--- src/sv/hpt_pkg.sv ---
// Types, constants and helpers of the homogeneous point transform.
package hpt_pkg;

	localparam int CoordWidth = 32;
	localparam int CoefWidth  = 16;
	localparam int ProdWidth  = CoordWidth + CoefWidth;
	localparam int AccWidth   = CoordWidth + 18;
	localparam int NumWidth   = AccWidth + 16;
	localparam int DivBits    = 2;
	localparam int DivStages  = (CoordWidth + DivBits - 1) / DivBits;
	localparam int PipeDepth  = 4 + DivStages + 1;

	localparam logic [1:0] RegRowZero  = 2'd0;
	localparam logic [1:0] RegRowOne   = 2'd1;
	localparam logic [1:0] RegRowTwo   = 2'd2;
	localparam logic [1:0] RegRowThree = 2'd3;

	localparam logic [63:0] RowZeroReset  = 64'h0000_0000_0000_1000;
	localparam logic [63:0] RowOneReset   = 64'h0000_0000_1000_0000;
	localparam logic [63:0] RowTwoReset   = 64'h0000_1000_0000_0000;
	localparam logic [63:0] RowThreeReset = 64'h1000_0000_0000_0000;

	localparam logic [AccWidth-1:0] WOne      = AccWidth'(1) << 28;
	localparam logic [AccWidth-1:0] HalfRange = AccWidth'(1) << (CoordWidth - 1);

	typedef struct packed {
		logic signed [CoordWidth-1:0] in_x;
		logic signed [CoordWidth-1:0] in_y;
		logic signed [CoordWidth-1:0] in_z;
	} in_point_t;

	typedef struct packed {
		logic signed [CoordWidth-1:0] out_x;
		logic signed [CoordWidth-1:0] out_y;
		logic signed [CoordWidth-1:0] out_z;
		logic                         divided;
		logic                         saturated;
	} out_point_t;

	typedef struct packed {
		logic [AccWidth-1:0]   rem;
		logic [CoordWidth-1:0] nq;
		logic                  neg;
		logic                  ovf;
	} div_lane_t;

	typedef struct packed {
		div_lane_t [2:0]             lane;
		logic [AccWidth-1:0]         den;
		logic                        divide;
		logic [2:0][CoordWidth-1:0]  plain;
		logic                        plain_sat;
	} div_item_t;

	// Returns {clamped, value} for a sign and magnitude pair.
	function automatic logic [CoordWidth:0] clamp_coord(input logic neg,
			input logic [AccWidth-1:0] mag);
		logic [AccWidth-1:0] limit;
		logic [AccWidth-1:0] m;
		logic                sat;
		limit = neg ? HalfRange : HalfRange - AccWidth'(1);
		m     = mag;
		sat   = 1'b0;
		if (mag > limit) begin
			m   = limit;
			sat = 1'b1;
		end
		return {sat, neg ? (-m[CoordWidth-1:0]) : m[CoordWidth-1:0]};
	endfunction

endpackage

--- src/sv/hpt_div_stage.sv ---
// One divider pipeline stage: a few restoring quotient steps on three lanes.
module hpt_div_stage import hpt_pkg::*; #(
	parameter int STEPS = 2
) (
	input  logic      clk,
	input  logic      arst_n,
	input  logic      up_valid,
	output logic      up_ready,
	input  div_item_t up_data,
	output logic      dn_valid,
	input  logic      dn_ready,
	output div_item_t dn_data
);

	logic      v_q;
	div_item_t d_q;
	div_item_t nxt;

	assign up_ready = !v_q || dn_ready;
	assign dn_valid = v_q;
	assign dn_data  = d_q;

	always_comb begin
		logic [AccWidth:0] r2;
		logic              qbit;
		nxt = up_data;
		for (int l = 0; l < 3; l++) begin
			for (int s = 0; s < STEPS; s++) begin
				r2 = {nxt.lane[l].rem, nxt.lane[l].nq[CoordWidth-1]};
				if (r2 >= {1'b0, nxt.den}) begin
					r2   = r2 - {1'b0, nxt.den};
					qbit = 1'b1;
				end else begin
					qbit = 1'b0;
				end
				nxt.lane[l].rem = r2[AccWidth-1:0];
				nxt.lane[l].nq  = {nxt.lane[l].nq[CoordWidth-2:0], qbit};
			end
		end
	end

	always_ff @(posedge clk or negedge arst_n) begin
		if (!arst_n) begin
			v_q <= 1'b0;
		end else if (up_ready) begin
			v_q <= up_valid;
		end
	end

	always_ff @(posedge clk) begin
		if (up_ready && up_valid) begin
			d_q <= nxt;
		end
	end

endmodule

--- config.mk ---
export PLATFORM = sky130hd
export DESIGN_NAME = hpt_div_stage
export DESIGN_NICKNAME = d
export VERILOG_FILES = /design/src/sv/hpt_pkg.sv /design/src/sv/hpt_div_stage.sv
export SDC_FILE = /design/constraint.sdc
export NUM_CORES = 1
export LEC_CHECK = 0
export BUFFER_PORTS_ARGS = -buffer_cell sky130_fd_sc_hd__buf_2
export CAP_MARGIN = 20
export CORE_AREA = 2 2 313 315
export CTS_BUF_LIST = sky130_fd_sc_hd__clkbuf_8
export CTS_CLUSTER_SIZE = 12
export DETAILED_ROUTE_END_ITERATION = 10
export DIE_AREA = 0 0 315 317
export GPL_TIMING_DRIVEN = 1
export PLACE_DENSITY = 0.54
export SKIP_LAST_GASP = 1
export SLEW_MARGIN = 5
export SYNTH_ARGS = -nofsm -noshare
export SYNTH_HDL_FRONTEND = slang
export SYNTH_SLANG_ARGS = --single-unit
--- constraint.sdc ---
create_clock -name clk -period 12.3 [get_ports clk]
set_input_delay 0.615 -clock clk [delete_from_list [all_inputs] [get_ports clk]]
set_output_delay 0.615 -clock clk [all_outputs]
set_load 0.02 [all_outputs]
-- Word level (Yosys, flattened, before mapping)
Cells that the tools add are included.
- flip-flop bits (word level): 401
- output and inout port bits: 402
- reductions and logical operators: 3
- $lt $le $gt $ge: 6
- $add $sub $neg: 6
- mux-type cells: 12
- operators with widths (operator ; number):
    51-bit by 50-bit >= comparator with 1-bit output ; 6
    50-bit two-way mux ; 6
    50-bit subtractor ; 6
    1-bit two-way mux ; 6
    1-bit logical AND ; 1
    1-bit logical NOT ; 1
    1-bit logical OR ; 1

-- Logic depth before layout (Yosys ltp)
- depth in word-level cells: 4
- mapped depth: 31
- depth with buffers taken out: 27

-- Least setup slack after synthesis
No wires, ideal clock.
- kind: in2reg
- from: input dn_ready
- to: register d_q (netlist bit dn_data[0]), enable pin
- arrival: 9.954 ns
- required time: 11.487 ns
- setup slack: 1.532 ns
- buffers on the path: 0
- stages: 2
- cells stage by stage: nand2b_1 > and2_1
- word-level cells in the longest chain between the ends: 2
- ends and longest elaborated chain (element ; RTL line ; source):
    from (decl) ; hpt_div_stage.sv:11 ; input logic dn_ready,
    1-bit logical OR ; hpt_div_stage.sv:19 ; assign up_ready = !v_q || dn_ready;
    1-bit logical AND ; hpt_div_stage.sv:51 ; if (up_ready && up_valid) begin
    to (signal assigned) ; hpt_div_stage.sv:52 ; d_q <= nxt;
    to (decl) ; hpt_div_stage.sv:16 ; div_item_t d_q;
Every way passes these cells.
A chain may end at the register's enable or synchronous reset.

==> reports/qor.csv <==
metric,value,unit
status,"finished, final reports clean",
worst_path_largest_cell_delay,0.78,ns
holdPathStages,1,
wire_per_inst,25.7,µm
synth_top_area_share,37.2,%
p_int,3600,µW
gp_congestion,0.953,
yosysMostFrequentCell,edfxtp_1,
synthTopCellsByArea,"edfxtp_1 37%, ha_1 12%, mux2_2 5.8%",
nets,4826,
synth_xor_area_share,6.97,%
drive_above_1_share,27.2,%
crit-reg2reg-launch,dn_valid,
r2r_slack,8.91,ns
cts_resized,0,
fillerInstances,9777,
combinationalPowerShare,47.6,%
ys.flop_type,edfxtp_1,
drt_iter0_drc,2288,
regArea,12000,µm²
r2r_end,dn_data[67],
cts_tree,yes,
dpl.hpwl,117,mm
final.min_clock_period,9.02,ns
first_pass_iters,7,
synthCells,3323,
grt_pass1_vias,29100,
grt_max_degree,151,
htreeDepth,3,
power.switching,2480,µW
worstMarginPinSlew,1.21,ns
fin_tns_setup,0,ns
rsz0062_at_grt,false,
relSlewSlack,19.3,%
grt_first_pass_wirelength,196,mm
arrival,9.42,ns
crit_path_top_delay_cell,o31ai_1,
synth_nets,4033,
postSynth.asyncResetShare,0.249,%
min_path_type,input port to flip-flop,
synth-seq-area-share,37.3,%
cts_root_buffer,clkbuf_8,
timing.max_cap.violations,0,
io_pins,806,
min_to,dn_data[323],
die_w,315,µm
synth_common_cells,"400 x edfxtp_1, 324 x a21oi_1, 300 x ha_1, 269 x nand2_1, 230 x o21ai_0",
synthAdderAreaFrac,12.0,%
p_per_area,155,nW/µm²
irDropWorstVdd,58.0,µV
wirelength,141,mm
via_per_inst,5.49,
swShare,40.7,%
synth_compound_area_share,21.4,%
start_kind,input port,
critPathTopFamily,compound AO/OA/AOI/OAI gates,
critPathCaptureType,flip-flop,
min_from,up_data[321],
cts.sinks,401,
antenna_left,0,
period_share,73.3,%
die_area,99900,µm²
worst_hold_slack,0.0699,ns
clockPowerShare,21.7,%
cts.clk_slew.worst_paths,0.07,ns
slew_viol_final,0,
synth_edf_count,400,
yosysUniqueCellTypes,88,
max_freq,111,MHz
grt_use_total,26.9,%
num_rows,114,
cp.required,12.70,ns
synth_top_family_by_area,compound AO/OA/AOI/OAI gates,
synth_area_per_cell,9.71,µm²
io_buffers,805,
area_delta_synth_final,21.2,%
clk_latency,0.73,ns
hold_viol,0,
vias,30100,
critPathMaxFanout,51,
start_util,33.5,%
post_cts_buffers,0,
design.core.area,96300,µm²
multiInputGateArea,19200,µm²
antenna_found_initial,79,
fin_worst_skew,0.0449,ns
path_buf_inv,5,
syn_area,32300,µm²
critPathKind,input port to flip-flop,
synth_top_area_cell,edfxtp_1,
setup_viol,0,
yosys.area_share.simple,12.3,%
grt-ovfl-total,0,
clock_path_buffers,3,
power.leakage,0.0170,µW
r2r_cells,4,
ys_ff_latch,401,
p_seq_share,30.7,%
drcViolationCount,0,
die_y,317,µm
synth_warnings,0,
muxShareOfSynthArea,6.75,%
cts_made_buffers,77,
## power by group through the flow
stage	Combinational (µW)	Clock (µW)	Sequential, µW
global route	3120	1420	1880
floorplan	1810	0	2100
detailed placement	2830	0	1890
finish	2890	1320	1860
global placement	2840	0	1900
CTS	2860	1370	1870
## per-stage QoR
step | utilization [%] | instances | power, µW | area, µm² | setup slack (ns)
floorplan | - | 3323 | 3910 | 32300 | 1.53
global placement | 39.0 | 5312 | 4740 | 37600 | 2.78
detailed placement | 39.0 | 5312 | 4720 | 37600 | 2.77
CTS | 40.6 | 5454 | 6090 | 39000 | 3.47
global route | 40.6 | 5471 | 6420 | 39100 | 2.78
finish | 40.6 | 5480 | 6080 | 39100 | 3.28
## per-layer routing
metal  track usage (%)  part of all wire [%]
met2              46.5                    49
met1              31.9                    40
met3              6.63                   7.2
met5                 0                  0.15
met4              10.4                   3.9
## worst reg2reg max path: stages (launching register included)
cell      delay [ns]
dfrtp_1         0.38
nand2b_1        0.29
and2_4          0.64
buf_4           0.78
buf_4           0.82
## worst max path at each step
| stage | to | cells past startpoint | startpoint | slack [ns] |
|---|---|---|---|---|
| 2_1_floorplan | dn_data[0] | 2 | dn_ready | 1.53 |
| 3_3_place_gp | dn_data[366] | 23 | up_data[119] | 2.78 |
| 3_5_place_dp | dn_data[357] | 27 | up_data[99] | 2.77 |
| 4_1_cts | dn_data[367] | 27 | up_data[99] | 3.47 |
| 5_1_grt | dn_data[366] | 27 | up_data[99] | 2.78 |
| 6_report | dn_data[367] | 27 | up_data[99] | 3.28 |
## cell families after synthesis
group                      Yosys count
xor gates and xnor gates           257
and+or+nand+nor                    839
buffers and inverters              251
muxes                              196
AOI/OAI and AO/OA                 1073
DFF                                401
adders and majority gates          306
## repair_timing
item / CTS / global route
hold endpoints to repair: 1 / 0
endpoints found under the setup margin: 0 / 0
hold buffers: 1 / 0
## area by class of cell
| class | count | share of cell area [%] |
|---|---|---|
| Multi-Input combinational cell | 2671 | 49.2 |
| Sequential cell | 401 | 30.8 |
| Timing Repair Buffer | 824 | 10.7 |
| Tap cell | 1276 | 4.08 |
| Clock buffer | 77 | 2.71 |
| Inverter | 141 | 1.35 |
| Clock inverter | 64 | 1.04 |
| Antenna cell | 26 | 0.166 |
## cells in the final DEF (no fill, tap or decap), types with 10 or more instances in the layout
cell / n
edfxtp_1: 400
nand4_1: 61
o31a_1: 12
xor2_1: 101
o21ai_0: 230
o21a_1: 43
nor2_1: 201
a31o_2: 11
a211o_1: 10
and3_1: 43
or2_2: 10
o21bai_1: 41
nand3_1: 61
mux2i_1: 24
and2_1: 12
nand2_1: 269
nor2b_1: 43
a211oi_1: 26
a21o_1: 164
buf_4: 17
inv_1: 155
buf_2: 805
nand2b_1: 33
nor3_1: 47
o31ai_1: 25
nor4_1: 18
o211ai_1: 24
a21oi_1: 324
diode_2: 26
xnor2_1: 156
ha_1: 300
clkbuf_8: 77
or3_1: 12
a31oi_1: 39
mux2_2: 165
clkinv_1: 24
a21boi_0: 10
## state kept, by name (all words and copies together) (netlist names)
signal,flops
dn_valid,1
dn_data,400
Note: power is estimated with default switching activity, not from simulation.
